$ cat config.mk
export PLATFORM = sky130hd
export DESIGN_NAME = psc_loop
export DESIGN_NICKNAME = d
export VERILOG_FILES = /design/src/design/psc_pkg.sv /design/src/design/psc_loop.sv
export SDC_FILE = /design/constraint.sdc
export NUM_CORES = 1
export LEC_CHECK = 0
export ABC_AREA = 1
export BUFFER_PORTS_ARGS = -buffer_cell sky130_fd_sc_hd__buf_4
export CAP_MARGIN = 15
export CORE_UTILIZATION = 37
export CTS_CLUSTER_SIZE = 24
export DETAILED_ROUTE_END_ITERATION = 12
export PLACE_DENSITY = 0.65
export SLEW_MARGIN = 15
export SYNTH_ARGS = -nofsm -noshare
export SYNTH_HDL_FRONTEND = slang
export SYNTH_SLANG_ARGS = --single-unit
$ cat constraint.sdc
create_clock -name i_clk -period 8.2 [get_ports i_clk]
set_input_delay 1.64 -clock i_clk [delete_from_list [all_inputs] [get_ports i_clk]]
set_output_delay 1.64 -clock i_clk [all_outputs]
set_load 0.02 [all_outputs]
$ cat src/design/psc_pkg.sv
// Shared package for the PID servo position controller.
// Holds field widths, register indexes, reset values and the structs that
// pass between the configuration, state loop and drive datapath modules.
package psc_pkg;

    // Field widths
    localparam int ANGLE_W    = 16;
    localparam int ERR_W      = 17;
    localparam int GAIN_W     = 32;
    localparam int LIMIT_W    = 15;
    localparam int DBAND_W    = 10;
    localparam int INTEG_W    = 24;
    localparam int ACC_W      = 21;
    localparam int DRIVE_W    = 17;
    localparam int ILIM_W     = 22;
    localparam int OLIM_W     = 16;
    localparam int CFG_IDX_W  = 3;
    localparam int CFG_DATA_W = 32;

    // Product and sum widths of the drive datapath
    localparam int PPROD_W = GAIN_W + ERR_W;
    localparam int IPROD_W = GAIN_W + INTEG_W;
    localparam int DPROD_W = GAIN_W + ACC_W;
    localparam int PSUM_W  = IPROD_W + 1;
    localparam int SUM_W   = PSUM_W + 1;
    localparam int FRAC_W  = 16;

    // Derivative window
    localparam int DIFF_WINDOW_DEF = 5;
    localparam int WINDOW_MAX      = 16;
    // Reciprocal scale for the window division: exact for every accumulator value
    localparam int DIV_SHIFT = ACC_W + $clog2(WINDOW_MAX) + 1;
    localparam int QPROD_W   = ACC_W + DIV_SHIFT;

    // Integral clamp is the drive limit times this factor
    localparam int ILIM_SCALE = 100;

    // Register indexes
    localparam logic [CFG_IDX_W-1:0] REG_TARGET  = 3'd0;
    localparam logic [CFG_IDX_W-1:0] REG_KP      = 3'd1;
    localparam logic [CFG_IDX_W-1:0] REG_KI      = 3'd2;
    localparam logic [CFG_IDX_W-1:0] REG_KD      = 3'd3;
    localparam logic [CFG_IDX_W-1:0] REG_LIMIT   = 3'd4;
    localparam logic [CFG_IDX_W-1:0] REG_DBAND   = 3'd5;

    // Reset values
    localparam int                 LIMIT_RST_VAL = 1000;
    localparam logic [LIMIT_W-1:0] LIMIT_RST     = LIMIT_W'(LIMIT_RST_VAL);
    localparam logic [ILIM_W-1:0]  ILIM_RST      = ILIM_W'(LIMIT_RST_VAL * ILIM_SCALE);
    localparam logic [OLIM_W-1:0]  OLIM_RST      = OLIM_W'(LIMIT_RST_VAL * 2);
    localparam logic [DBAND_W-1:0] DBAND_RST     = DBAND_W'(10);

    // Accumulator saturation bounds, one bit wider than the accumulator
    localparam logic signed [ACC_W:0] ACC_MAX = (ACC_W+1)'((1 <<< (ACC_W-1)) - 1);
    localparam logic signed [ACC_W:0] ACC_MIN = -(ACC_W+1)'(1 <<< (ACC_W-1));

    typedef struct packed {
        logic signed [ANGLE_W-1:0] target;
        logic signed [GAIN_W-1:0]  gain_prop;
        logic signed [GAIN_W-1:0]  gain_integ;
        logic signed [GAIN_W-1:0]  gain_deriv;
        logic [ILIM_W-1:0]         ilim;
        logic [OLIM_W-1:0]         olim;
        logic [DBAND_W-1:0]        dead_band;
    } t_cfg;

    typedef struct packed {
        logic signed [ERR_W-1:0]   err;
        logic signed [INTEG_W-1:0] integ;
        logic signed [ACC_W-1:0]   accum;
        logic                      wrap;
        logic                      dead;
    } t_loop_item;

endpackage

$ cat src/design/psc_loop.sv
// Input register and controller state loop: error, clamped integral,
// difference accumulator, window counter and dead band decision.
// Depends on psc_pkg.
module psc_loop #(
    parameter int DIFF_WINDOW = psc_pkg::DIFF_WINDOW_DEF
) (
    input  logic                              i_clk,
    input  logic                              i_rst_n,
    input  logic                              i_valid,
    output logic                              o_ready,
    input  logic signed [psc_pkg::ANGLE_W-1:0] i_measured_angle,
    input  psc_pkg::t_cfg                     i_cfg,
    output logic                              o_item_valid,
    input  logic                              i_item_ready,
    output psc_pkg::t_loop_item               o_item
);
    import psc_pkg::*;

    localparam int CNT_W = $clog2(DIFF_WINDOW);

    logic                      r_v0;
    logic signed [ANGLE_W-1:0] r_meas;
    logic                      r_v1;
    t_loop_item                r_s1;
    logic signed [INTEG_W-1:0] r_integ;
    logic signed [ACC_W-1:0]   r_accum;
    logic signed [ERR_W-1:0]   r_last_err;
    logic [CNT_W-1:0]          r_wcount;

    logic                      s1_free;
    logic                      mv01;
    logic signed [ERR_W-1:0]   n_err;
    logic signed [INTEG_W:0]   n_isum;
    logic signed [INTEG_W:0]   ilim_pos;
    logic signed [INTEG_W:0]   ilim_neg;
    logic signed [INTEG_W-1:0] n_integ;
    logic signed [ERR_W:0]     n_adiff;
    logic signed [ACC_W:0]     n_asum;
    logic signed [ACC_W-1:0]   n_accum;
    logic [ERR_W-1:0]          n_mag;
    logic                      n_dead;
    logic                      n_wrap;
    t_loop_item                n_s1;

    assign s1_free = !r_v1 || i_item_ready;
    assign mv01    = r_v0 && s1_free;
    assign o_ready = !r_v0 || s1_free;

    assign n_err = $signed({i_cfg.target[ANGLE_W-1], i_cfg.target})
                 - $signed({r_meas[ANGLE_W-1], r_meas});

    // Integral with clamp to plus or minus the integral limit
    assign n_isum   = $signed({r_integ[INTEG_W-1], r_integ})
                    + $signed({{(INTEG_W+1-ERR_W){n_err[ERR_W-1]}}, n_err});
    assign ilim_pos = $signed({{(INTEG_W+1-ILIM_W){1'b0}}, i_cfg.ilim});
    assign ilim_neg = -ilim_pos;

    always_comb begin
        priority if (n_isum < ilim_neg) begin
            n_integ = ilim_neg[INTEG_W-1:0];
        end else if (n_isum > ilim_pos) begin
            n_integ = ilim_pos[INTEG_W-1:0];
        end else begin
            n_integ = n_isum[INTEG_W-1:0];
        end
    end

    // Difference accumulator, saturating
    assign n_adiff = $signed({n_err[ERR_W-1], n_err})
                   - $signed({r_last_err[ERR_W-1], r_last_err});
    assign n_asum  = $signed({r_accum[ACC_W-1], r_accum})
                   + $signed({{(ACC_W-ERR_W){n_adiff[ERR_W]}}, n_adiff});

    always_comb begin
        priority if (n_asum < ACC_MIN) begin
            n_accum = ACC_MIN[ACC_W-1:0];
        end else if (n_asum > ACC_MAX) begin
            n_accum = ACC_MAX[ACC_W-1:0];
        end else begin
            n_accum = n_asum[ACC_W-1:0];
        end
    end

    assign n_wrap = (r_wcount == CNT_W'(DIFF_WINDOW - 1));
    assign n_mag  = n_err[ERR_W-1] ? ERR_W'(-n_err) : ERR_W'(n_err);
    assign n_dead = (n_mag <= {{(ERR_W-DBAND_W){1'b0}}, i_cfg.dead_band});

    always_comb begin
        n_s1.err   = n_err;
        n_s1.integ = n_integ;
        n_s1.accum = n_accum;
        n_s1.wrap  = n_wrap;
        n_s1.dead  = n_dead;
    end

    always_ff @(posedge i_clk) begin
        if (!i_rst_n) begin
            r_v0       <= 1'b0;
            r_v1       <= 1'b0;
            r_integ    <= '0;
            r_accum    <= '0;
            r_last_err <= '0;
            r_wcount   <= '0;
        end else begin
            if (i_valid && o_ready) begin
                r_v0 <= 1'b1;
            end else if (mv01) begin
                r_v0 <= 1'b0;
            end
            if (mv01) begin
                r_v1 <= 1'b1;
            end else if (i_item_ready) begin
                r_v1 <= 1'b0;
            end
            if (mv01) begin
                r_integ  <= n_integ;
                r_accum  <= n_wrap ? '0 : n_accum;
                r_wcount <= n_wrap ? '0 : r_wcount + 1'b1;
                if (!n_dead) begin
                    r_last_err <= n_err;
                end
            end
        end
    end

    always_ff @(posedge i_clk) begin
        if (i_valid && o_ready) begin
            r_meas <= i_measured_angle;
        end
        if (mv01) begin
            r_s1 <= n_s1;
        end
    end

    assign o_item_valid = r_v1;
    assign o_item       = r_s1;

`ifndef SYNTH
    a_wcount_range: assert property (@(posedge i_clk) disable iff (!i_rst_n)
        r_wcount <= CNT_W'(DIFF_WINDOW - 1))
        else $error("window counter ran past the window length");

    a_last_err_upd: assert property (@(posedge i_clk) disable iff (!i_rst_n)
        mv01 && !n_dead |=> r_last_err == r_s1.err)
        else $error("previous error not taken from a sample outside the dead band");
`endif

endmodule

==> results.cfg <==
[global_route]
antenna_found_initial = 0
grtUsageTotal = 0.195
grt_first_pass_wirelength_um = 51000
grt_pass1_vias = 10200
grt_start_max_net_pins = 56
overflow = 0

[synthesis]
async_flop_share = 0
synth_area_leaders = edfxtp_1 20%, ha_1 13%, dfxtp_1 11%
synth_ff_type = edfxtp_1
syn_avg_cell_area_um2 = 7.38
synth_most_common_cell = nand2_1
syn_nets = 1952
synthTopCellsByCount = 356 x nand2_1, 269 x inv_1, 153 x nand3_1
synth_cell_types = 52
synth_top_area_share = 0.200
synth-edff-count = 80
synth_top_cell_by_area = edfxtp_1
syn_inst = 1627
synth-seq-cells = 147
syn_area_um2 = 12000
ys_warn_count = 0
seq_area_frac_synth = 0.312

[critical_path]
cpLargestDelayFamily = compound AO/OA/AOI/OAI gates
r2r_slack_ns = 1.96
end_kind = register
critPathRequiredTime_ns = 8.58
timing.critical_path.buf_inv = 8
reg2reg_to = r_integ[23]$_SDFFE_PN0P_
critPathKind = in2reg
cpPeakStageDelay_ns = 0.48
critPathLaunchType = input pin
cp_common_cell = nand2_1
crit_arrival_ns = 7.57
reg2reg_depth = 33
cp_max_fo = 17
reg2reg_from = r_meas[0]$_DFFE_PP_
cp_slowest_cell = o31ai_1

[route]
totalWireLength_um = 32200
drtAntennaViolNets = 0
vias = 10800
wire_per_inst_um = 14.9
drt_iter0_drc = 626
firstDrtPassIters = 5
drc = 0
via_per_inst = 5.01

[timing]
period_needed_ns = 7.19
tns_ns = 0
relSlewSlack = 0.313
min_period_over_period = 0.877
rsz0062_at_grt = false
worstMarginPinSlew_ns = 1.03
setup_viol = 0
skew_ns = 0.0123
finalHoldViolCount = 0
clock.fmax_ghz = 0.139
final_max_slew_viol_count = 0
setup_ws_ns = 1.01

[clocking]
htreeDepth = 4
clk_pin_slew_ns = 0.06
cts_tree = done
clk_latency_ns = 0.44
cts_buffers = 17
postCtsSetupRepairBufs = 0
ctsHoldBuffers = 0
root_buffer = clkbuf_16
post_cts_resized = 0
clk_path_buf_depth = 2
clkSinkCount = 147

[floorplanning]
dieHeight_um = 182
start_util = 0.378
dieArea_um2 = 33200
top_level_ports = 246
std_cell_rows = 65
die_x_um = 182
core_area_um2 = 31700

[layout]
post-route-util = 0.442
syn_to_final_growth_pct = 16.9
drive_gt1_frac = 0.131
diodes = 0
nets = 2073

[power]
p_leak_nw = 7.03
powerDensity_nw_per_um2 = 349
switching_power_mw = 2.30
p_clk_frac = 0.182
max-vdd-ir-drop_uv = 269
p_seq_frac = 0.232
netSwitchingFraction = 0.469
intPower_mw = 2.60
combPwrFrac = 0.586

[min_path]
hp-class = reg2reg
holdPathEnd = r_accum[17]$_SDFFE_PN0P_
whs_path_depth = 2
min_from = r_accum[17]$_SDFFE_PN0P_

[place]
place_congestion = 0.874
hpwlAfterDp_um = 24700
port_buffers = 133
dp_slack_ns = 0.651

[status]
status = finished, final reports clean

[run]
cap_violations = 0
==> flip-flops by register name, summed over array words and instances (netlist names) <==
name and flops:
o_item 64, r_integ 24, r_meas 16, o_item_valid 1, r_wcount 3, r_accum 21
r_v0 1, r_last_err 17
==> power groups by stage <==
| stage | Combinational, mW | Sequential (mW) | Clock [mW] |
|---|---|---|---|
| 2_1_floorplan | 1.97 | 1.24 | 0 |
| 3_3_place_gp | 2.82 | 1.15 | 0 |
| 3_5_place_dp | 2.85 | 1.15 | 0 |
| 4_1_cts | 2.87 | 1.14 | 0.907 |
| 5_1_grt | 3.22 | 1.15 | 0.939 |
| 6_report | 2.87 | 1.13 | 0.893 |
==> worst max path at each step <==
stage                          start                        to  cells past startpoint
after global placement    i_cfg[144]   r_integ[5]$_SDFFE_PN0P_                     37
final                     i_cfg[144]  r_integ[23]$_SDFFE_PN0P_                     35
after CTS                 i_cfg[144]  r_integ[23]$_SDFFE_PN0P_                     35
after floorplan           i_cfg[144]  r_integ[13]$_SDFFE_PN0P_                     36
after detailed placement  i_cfg[144]   r_integ[5]$_SDFFE_PN0P_                     37
after global routing      i_cfg[144]  r_integ[22]$_SDFFE_PN0P_                     33
==> layout make-up <==
class | count | area (um2)
timing repair buffer | 142 | 1070
clock inverter | 15 | 226
multi-input combinational | 1161 | 7010
tap | 402 | 503
inverter | 279 | 1050
fill | 3247 | 17700
sequential | 147 | 3740
clock buffer | 17 | 425
==> logic make-up (layout without fill, tap and decap cells) <==
logic type,after synthesis,in the layout,synth area share
simple gates,725,725,0.265
flops,147,147,0.312
buf+inv,319,453,0.104
compound gates,224,224,0.103
xor+xnor,67,67,0.0511
fa+ha+maj,145,145,0.165
==> per-layer routing <==
metal / global-route usage / part of all wire / up-vias
li1: - / - / 5552
met1: 0.257 / 0.46 / 4981
met2: 0.327 / 0.47 / 252
met3: 0.0309 / 0.045 / 46
met4: 0.0605 / 0.019 / 0
met5: 0 / 0 / -
==> metrics by stage <==
stage | std cells | hold WS [ns] | power (mW) | area (um2)
2_1_floorplan | 1627 | 0.445 | 3.21 | 12000
3_3_place_gp | 2131 | 0.454 | 3.97 | 13400
3_5_place_dp | 2131 | 0.459 | 4.00 | 13400
4_1_cts | 2163 | 0.469 | 4.91 | 14000
5_1_grt | 2163 | 0.486 | 5.31 | 14000
6_report | 2163 | 0.468 | 4.90 | 14000
==> placed cells by master (no fill, tap or decap), types with 2 or more instances in the layout <==
cell / n
o31ai_1: 4
nor3_1: 16
nand4_1: 24
xor2_1: 45
nor2_2: 5
nand2_2: 17
ha_1: 123
edfxtp_1: 80
fa_1: 22
inv_6: 6
a21o_1: 6
clkbuf_16: 17
a31oi_1: 3
bufinv_16: 5
o21ai_0: 42
nand3_2: 5
o211ai_1: 4
or2_2: 8
nor4_1: 4
nand2_4: 4
clkinv_1: 3
inv_2: 8
nor2_1: 123
nand3b_1: 6
inv_4: 2
inv_1: 268
buf_4: 142
dfxtp_1: 67
o21a_1: 3
a21oi_2: 3
nand3_1: 153
o21bai_1: 5
a21boi_0: 5
a211oi_1: 2
xnor2_1: 20
nand2_1: 356
a21oi_1: 139
==> worst reg2reg max path, delay by kind of cell, from the launching register on <==
| family | cells | cell delay, ns |
|---|---|---|
| simple gates | 13 | 1.24 |
| fa+ha+maj | 4 | 1.23 |
| buf+inv | 6 | 1.03 |
| compound gates | 9 | 2.01 |
| xor+xnor | 1 | 0.29 |
| flops | 1 | 0.37 |
(Power assumes the default switching activity.)
