**src/design/psc_pkg.sv**
```systemverilog
// Shared package for the PID servo position controller.
// Holds field widths, register indexes, reset values and the structs that
// pass between the configuration, state loop and drive datapath modules.
package psc_pkg;

    // Field widths
    localparam int ANGLE_W    = 16;
    localparam int ERR_W      = 17;
    localparam int GAIN_W     = 32;
    localparam int LIMIT_W    = 15;
    localparam int DBAND_W    = 10;
    localparam int INTEG_W    = 24;
    localparam int ACC_W      = 21;
    localparam int DRIVE_W    = 17;
    localparam int ILIM_W     = 22;
    localparam int OLIM_W     = 16;
    localparam int CFG_IDX_W  = 3;
    localparam int CFG_DATA_W = 32;

    // Product and sum widths of the drive datapath
    localparam int PPROD_W = GAIN_W + ERR_W;
    localparam int IPROD_W = GAIN_W + INTEG_W;
    localparam int DPROD_W = GAIN_W + ACC_W;
    localparam int PSUM_W  = IPROD_W + 1;
    localparam int SUM_W   = PSUM_W + 1;
    localparam int FRAC_W  = 16;

    // Derivative window
    localparam int DIFF_WINDOW_DEF = 5;
    localparam int WINDOW_MAX      = 16;
    // Reciprocal scale for the window division: exact for every accumulator value
    localparam int DIV_SHIFT = ACC_W + $clog2(WINDOW_MAX) + 1;
    localparam int QPROD_W   = ACC_W + DIV_SHIFT;

    // Integral clamp is the drive limit times this factor
    localparam int ILIM_SCALE = 100;

    // Register indexes
    localparam logic [CFG_IDX_W-1:0] REG_TARGET  = 3'd0;
    localparam logic [CFG_IDX_W-1:0] REG_KP      = 3'd1;
    localparam logic [CFG_IDX_W-1:0] REG_KI      = 3'd2;
    localparam logic [CFG_IDX_W-1:0] REG_KD      = 3'd3;
    localparam logic [CFG_IDX_W-1:0] REG_LIMIT   = 3'd4;
    localparam logic [CFG_IDX_W-1:0] REG_DBAND   = 3'd5;

    // Reset values
    localparam int                 LIMIT_RST_VAL = 1000;
    localparam logic [LIMIT_W-1:0] LIMIT_RST     = LIMIT_W'(LIMIT_RST_VAL);
    localparam logic [ILIM_W-1:0]  ILIM_RST      = ILIM_W'(LIMIT_RST_VAL * ILIM_SCALE);
    localparam logic [OLIM_W-1:0]  OLIM_RST      = OLIM_W'(LIMIT_RST_VAL * 2);
    localparam logic [DBAND_W-1:0] DBAND_RST     = DBAND_W'(10);

    // Accumulator saturation bounds, one bit wider than the accumulator
    localparam logic signed [ACC_W:0] ACC_MAX = (ACC_W+1)'((1 <<< (ACC_W-1)) - 1);
    localparam logic signed [ACC_W:0] ACC_MIN = -(ACC_W+1)'(1 <<< (ACC_W-1));

    typedef struct packed {
        logic signed [ANGLE_W-1:0] target;
        logic signed [GAIN_W-1:0]  gain_prop;
        logic signed [GAIN_W-1:0]  gain_integ;
        logic signed [GAIN_W-1:0]  gain_deriv;
        logic [ILIM_W-1:0]         ilim;
        logic [OLIM_W-1:0]         olim;
        logic [DBAND_W-1:0]        dead_band;
    } t_cfg;

    typedef struct packed {
        logic signed [ERR_W-1:0]   err;
        logic signed [INTEG_W-1:0] integ;
        logic signed [ACC_W-1:0]   accum;
        logic                      wrap;
        logic                      dead;
    } t_loop_item;

endpackage

```
**src/design/psc_cfg_regs.sv**
```systemverilog
// Configuration register file of the PID servo position controller.
// Depends on psc_pkg; also keeps the integral and drive clamps precomputed.
module psc_cfg_regs (
    input  logic                             i_clk,
    input  logic                             i_rst_n,
    input  logic                             i_cfg_we,
    input  logic [psc_pkg::CFG_IDX_W-1:0]    i_cfg_idx,
    input  logic [psc_pkg::CFG_DATA_W-1:0]   i_cfg_data,
    output psc_pkg::t_cfg                    o_cfg
);
    import psc_pkg::*;

    t_cfg r_cfg;

    always_ff @(posedge i_clk) begin
        if (!i_rst_n) begin
            r_cfg.target     <= '0;
            r_cfg.gain_prop  <= '0;
            r_cfg.gain_integ <= '0;
            r_cfg.gain_deriv <= '0;
            r_cfg.ilim       <= ILIM_RST;
            r_cfg.olim       <= OLIM_RST;
            r_cfg.dead_band  <= DBAND_RST;
        end else if (i_cfg_we) begin
            unique case (i_cfg_idx)
                REG_TARGET: r_cfg.target     <= i_cfg_data[ANGLE_W-1:0];
                REG_KP:     r_cfg.gain_prop  <= i_cfg_data[GAIN_W-1:0];
                REG_KI:     r_cfg.gain_integ <= i_cfg_data[GAIN_W-1:0];
                REG_KD:     r_cfg.gain_deriv <= i_cfg_data[GAIN_W-1:0];
                REG_LIMIT: begin
                    r_cfg.ilim <= ILIM_W'(i_cfg_data[LIMIT_W-1:0]) * ILIM_W'(ILIM_SCALE);
                    r_cfg.olim <= {i_cfg_data[LIMIT_W-1:0], 1'b0};
                end
                REG_DBAND:  r_cfg.dead_band  <= i_cfg_data[DBAND_W-1:0];
                default: begin
                end
            endcase
        end
    end

    assign o_cfg = r_cfg;

endmodule

```
**config.mk**
```make
export PLATFORM = sky130hd
export DESIGN_NAME = psc_cfg_regs
export DESIGN_NICKNAME = d
export VERILOG_FILES = /design/src/design/psc_pkg.sv /design/src/design/psc_cfg_regs.sv
export SDC_FILE = /design/constraint.sdc
export NUM_CORES = 1
export LEC_CHECK = 0
export ABC_AREA = 0
export BUFFER_PORTS_ARGS = -buffer_cell sky130_fd_sc_hd__buf_2
export CORE_MARGIN = 2
export CORE_UTILIZATION = 28
export CTS_CLUSTER_SIZE = 12
export DETAILED_ROUTE_END_ITERATION = 8
export GPL_ROUTABILITY_DRIVEN = 0
export REMOVE_ABC_BUFFERS = 1
export SLEW_MARGIN = 20
export SYNTH_ARGS = -nofsm -noshare
export SYNTH_HDL_FRONTEND = slang
export SYNTH_SLANG_ARGS = --single-unit
```
**constraint.sdc**
```tcl
create_clock -name i_clk -period 3.7 [get_ports i_clk]
set_clock_uncertainty 0.05 [all_clocks]
set_input_delay 0.74 -clock i_clk [delete_from_list [all_inputs] [get_ports i_clk]]
set_output_delay 0.74 -clock i_clk [all_outputs]
set_load 0.1 [all_outputs]
```
==> report_table.html <==
<table>
<tr><th>Metric</th><th>Value</th></tr>
<tr><th colspan="2">Status</th></tr>
<tr><td>Outcome</td><td>completed</td></tr>
<tr><th colspan="2">Clocking</th></tr>
<tr><td>Worst-Skew Late Latency</td><td>430 ps</td></tr>
<tr><td>Total clock buffers created by CTS</td><td>17</td></tr>
<tr><td>Total setup buffers inserted after CTS</td><td>0</td></tr>
<tr><td>Post-cts repair resize count</td><td>0</td></tr>
<tr><td>Max clock buf depth</td><td>2</td></tr>
<tr><td>Clock-pin slew of the registers on the worst-case setup and hold paths</td><td>70 ps</td></tr>
<tr><td># hold bufs at CTS</td><td>0</td></tr>
<tr><td>Number of clock sinks seen by CTS</td><td>154</td></tr>
<tr><td>Number of levels the H-tree was split into</td><td>4</td></tr>
<tr><td>TritonCTS clock tree</td><td>built</td></tr>
<tr><td>Clock root cell</td><td>sky130_fd_sc_hd__clkbuf_16</td></tr>
<tr><th colspan="2">Die</th></tr>
<tr><td>Starting utilization of the core area</td><td>28.3%</td></tr>
<tr><td>IO Count</td><td>198</td></tr>
<tr><td>Standard-cell row count</td><td>57</td></tr>
<tr><td>Die Ht</td><td>160 um</td></tr>
<tr><td>Die outline width</td><td>160 um</td></tr>
<tr><td>Area of the die</td><td>25700 sq um</td></tr>
<tr><td>Placeable core area</td><td>24200 sq um</td></tr>
<tr><th colspan="2">Setup path</th></tr>
<tr><td>Critical Path Sink Type</td><td>flop</td></tr>
<tr><td>Critical path startpoint category</td><td>input port</td></tr>
<tr><td>Worst EP required</td><td>3930 ps</td></tr>
<tr><td>Data arrival time at the worst-slack endpoint</td><td>3530 ps</td></tr>
<tr><td>Reg2reg end</td><td>o_cfg[45]</td></tr>
<tr><td>Number of cell instances on the worst register-to-register path</td><td>2</td></tr>
<tr><td>Startpoint-to-endpoint class of the critical path</td><td>input port to flop</td></tr>
<tr><td>Slack of the worst reg-to-reg path</td><td>2930 ps</td></tr>
<tr><td>Maximum fanout along the worst path</td><td>3</td></tr>
<tr><td>Beginning of the worst register-to-register path</td><td>o_cfg[45]</td></tr>
<tr><th colspan="2">Global routing</th></tr>
<tr><td>Overall global routing resource usage</td><td>16.2%</td></tr>
<tr><td>Wire length of the first global-routing pass</td><td>32500 um</td></tr>
<tr><td>Number of global-route vias before repair</td><td>5768</td></tr>
<tr><td>Antenna violations before repair</td><td>0</td></tr>
<tr><td>Largest net degree at the start of global routing</td><td>83</td></tr>
<tr><td>Residual overflow from global routing</td><td>0</td></tr>
<tr><th colspan="2">Finish</th></tr>
<tr><td>Layout Area Growth over Synthesis</td><td>28.2%</td></tr>
<tr><td>Net total in the final layout</td><td>1142</td></tr>
<tr><td>Number of fill cells in the layout</td><td>2526</td></tr>
<tr><td>Final core area utilization</td><td>36.3%</td></tr>
<tr><td>Share of final-layout standard cells stronger than drive strength 1</td><td>24.8%</td></tr>
<tr><td>Leading cell type in the layout, fill and taps excluded</td><td>sky130_fd_sc_hd__nand2_1</td></tr>
<tr><td>Number of flip-flops in the largest register</td><td>154</td></tr>
<tr><td>Antenna fix cells</td><td>0</td></tr>
<tr><td>Leading cell types in the layout, fill and taps excluded</td><td>sky130_fd_sc_hd__nand2_1, sky130_fd_sc_hd__buf_2, sky130_fd_sc_hd__dfxtp_1, sky130_fd_sc_hd__a21oi_1, sky130_fd_sc_hd__ha_1</td></tr>
<tr><th colspan="2">Drt</th></tr>
<tr><td>Iteration count of the initial detailed-routing pass</td><td>5</td></tr>
<tr><td>Residual DRC</td><td>0</td></tr>
<tr><td>Starting DRT DRC Count</td><td>412</td></tr>
<tr><td>DR vias/cell</td><td>4.59</td></tr>
<tr><td>Wire length after detailed routing</td><td>21200 um</td></tr>
<tr><td>Final ANT Viol Nets</td><td>0</td></tr>
<tr><td>Number of vias after detailed routing</td><td>6343</td></tr>
<tr><td>Avg WL per Cell</td><td>15.4 um</td></tr>
<tr><th colspan="2">Yosys</th></tr>
<tr><td>Mapped Cells</td><td>859</td></tr>
<tr><td>Count of flip-flops with a built-in enable after synthesis</td><td>0</td></tr>
<tr><td>Mean Syn Cell Area</td><td>7.96 sq um</td></tr>
<tr><td>Area of the mapped netlist</td><td>6840 sq um</td></tr>
<tr><td>Number of storage elements in the synthesis netlist</td><td>154</td></tr>
<tr><td>Cell variety after synth</td><td>47</td></tr>
<tr><td>Fraction of registers with async set/reset</td><td>0%</td></tr>
<tr><td>Synth Warn #</td><td>0</td></tr>
<tr><td>Most used flip-flop cell after synthesis</td><td>sky130_fd_sc_hd__dfxtp_1</td></tr>
<tr><td>Sequential share of the synthesized area</td><td>45.1%</td></tr>
<tr><th colspan="2">Worst hold path</th></tr>
<tr><td>Kind of path behind the tightest hold check</td><td>flop to flop</td></tr>
<tr><td>Min-Delay Endpoint</td><td>o_cfg[146]</td></tr>
<tr><td>Hold path startpoint</td><td>o_cfg[146]</td></tr>
<tr><td>WHS Path Cells</td><td>2</td></tr>
<tr><th colspan="2">Power</th></tr>
<tr><td>Leakage</td><td>0.00397 uW</td></tr>
<tr><td>PD cells</td><td>506 nW/um^2</td></tr>
<tr><td>Clk network pwr share</td><td>38.9%</td></tr>
<tr><td>Fraction of power consumed by sequential logic</td><td>38.8%</td></tr>
<tr><td>Maximum resistive drop on vdd</td><td>246 uV</td></tr>
<tr><td>Internal power contribution</td><td>2920 uW</td></tr>
<tr><td>Power consumption</td><td>4430 uW</td></tr>
<tr><td>Net switching share of the total power</td><td>34.1%</td></tr>
<tr><td>Net load switching power</td><td>1510 uW</td></tr>
<tr><td>Combinational cell fraction of total power</td><td>22.3%</td></tr>
<tr><th colspan="2">STA</th></tr>
<tr><td>Final Critical Period</td><td>3300 ps</td></tr>
<tr><td>Final setup violation count</td><td>0</td></tr>
<tr><td>RSZ-0062 raised after global routing</td><td>false</td></tr>
<tr><td>Number of pins with negative max-slew slack in the final report</td><td>0</td></tr>
<tr><td>Final total negative setup slack</td><td>0 ps</td></tr>
<tr><td>Final cycle utilization of the critical path</td><td>89.2%</td></tr>
<tr><td>Least-Margin Pin Slew</td><td>839 ps</td></tr>
<tr><td>Achievable Freq</td><td>303 MHz</td></tr>
<tr><td>Worst slew slack as a fraction of its limit</td><td>44.1%</td></tr>
<tr><td>Final-report hold violation count</td><td>0</td></tr>
<tr><th colspan="2">Job</th></tr>
<tr><td>Count of max-cap constraint violations</td><td>0</td></tr>
<tr><th colspan="2">Placement</th></tr>
<tr><td>Port Buffer Count</td><td>194</td></tr>
<tr><td>Post-DP HPWL</td><td>14800 um</td></tr>
</table>
worst max-delay path, cell delays in order:
cell and delay (ps):
sky130_fd_sc_hd__buf_2 130, sky130_fd_sc_hd__ha_1 300, sky130_fd_sc_hd__ha_1 270, sky130_fd_sc_hd__inv_1 50
sky130_fd_sc_hd__fa_1 490, sky130_fd_sc_hd__inv_1 40, sky130_fd_sc_hd__ha_1 280, sky130_fd_sc_hd__o21ai_0 140
sky130_fd_sc_hd__o21ai_0 290, sky130_fd_sc_hd__or3b_1 460, sky130_fd_sc_hd__a21oi_1 220, sky130_fd_sc_hd__o221ai_1 120
per-layer routing:
layer,routed length [um],GRT usage [%],vias up
met5,0,0,-
met3,1260,3.77,31
li1,-,-,3183
met2,9740,25.4,189
met1,9810,21.7,2940
met4,437,5.90,0
worst max path at each step:
stage | cells after the start | slack (ps) | endpoint | start
after floorplan | 12 | 290 | o_cfg[46] | i_cfg_data[7]
after global placement | 11 | 30 | o_cfg[42] | i_cfg_data[2]
after detailed placement | 12 | -2 | o_cfg[47] | i_cfg_data[3]
after CTS | 11 | 440 | o_cfg[44] | i_cfg_data[2]
after global routing | 11 | 220 | o_cfg[42] | i_cfg_data[2]
final | 12 | 400 | o_cfg[47] | i_cfg_data[3]
Yosys cell counts, drive strengths merged, types with 4 or more instances:
library cell / count / area share, %
a21o: 4 / 0.46
a21oi: 150 / 11
and3: 4 / 0.44
buf: 22 / 2.1
clkbuf: 34 / 1.9
dfxtp: 154 / 45
fa: 10 / 2.9
ha: 49 / 9.0
inv: 38 / 2.1
nand2: 294 / 16
nand2b: 5 / 0.46
nand3: 16 / 1.2
nor2: 14 / 0.77
o211ai: 6 / 0.66
o21ai: 19 / 1.4
xnor2: 4 / 0.51
cell families after synthesis:
| group | count (synthesis) | synth area share [%] |
|---|---|---|
| and+or+nand+nor | 351 | 20.7 |
| AOI/OAI and AO/OA | 192 | 15.1 |
| DFF | 154 | 45.1 |
| buffers and inverters | 94 | 6.07 |
| adders and majority gates | 59 | 11.9 |
| xor gates and xnor gates | 6 | 0.768 |
| muxes | 2 | 0.293 |
| other | 1 | 0.0548 |
stage by stage:
| stage | hold WS, ps | instance area (sq um) | instances | setup slack, ps |
|---|---|---|---|---|
| 6_report | 399 | 8770 | 1382 | 401 |
| 5_1_grt | 416 | 8770 | 1382 | 223 |
| 4_1_cts | 403 | 8770 | 1382 | 442 |
| 3_5_place_dp | 393 | 8200 | 1350 | -1.89 |
| 3_3_place_gp | 388 | 8200 | 1350 | 34.9 |
| 2_1_floorplan | 762 | 6580 | 805 | 291 |
area by class of cell:
cell class	instances	area [sq um]	area share, %
Inverter	38	145	1.66
Clock buffer	18	429	4.90
Sequential cell	154	3080	35.2
Clock inverter	14	136	1.56
Tap cell	324	405	4.62
Multi-Input combinational cell	613	3370	38.4
Timing Repair Buffer	221	1200	13.7
power groups by stage:
stage               clock network, uW  registers (uW)  logic [uW]
floorplan                           0            2050         429
detailed placement                  0            1760         985
global route                     1840            1720        1080
finish                           1720            1720         989
CTS                              1770            1720         991
global placement                    0            1750         981
Note: power is estimated with default switching activity, not from simulation.
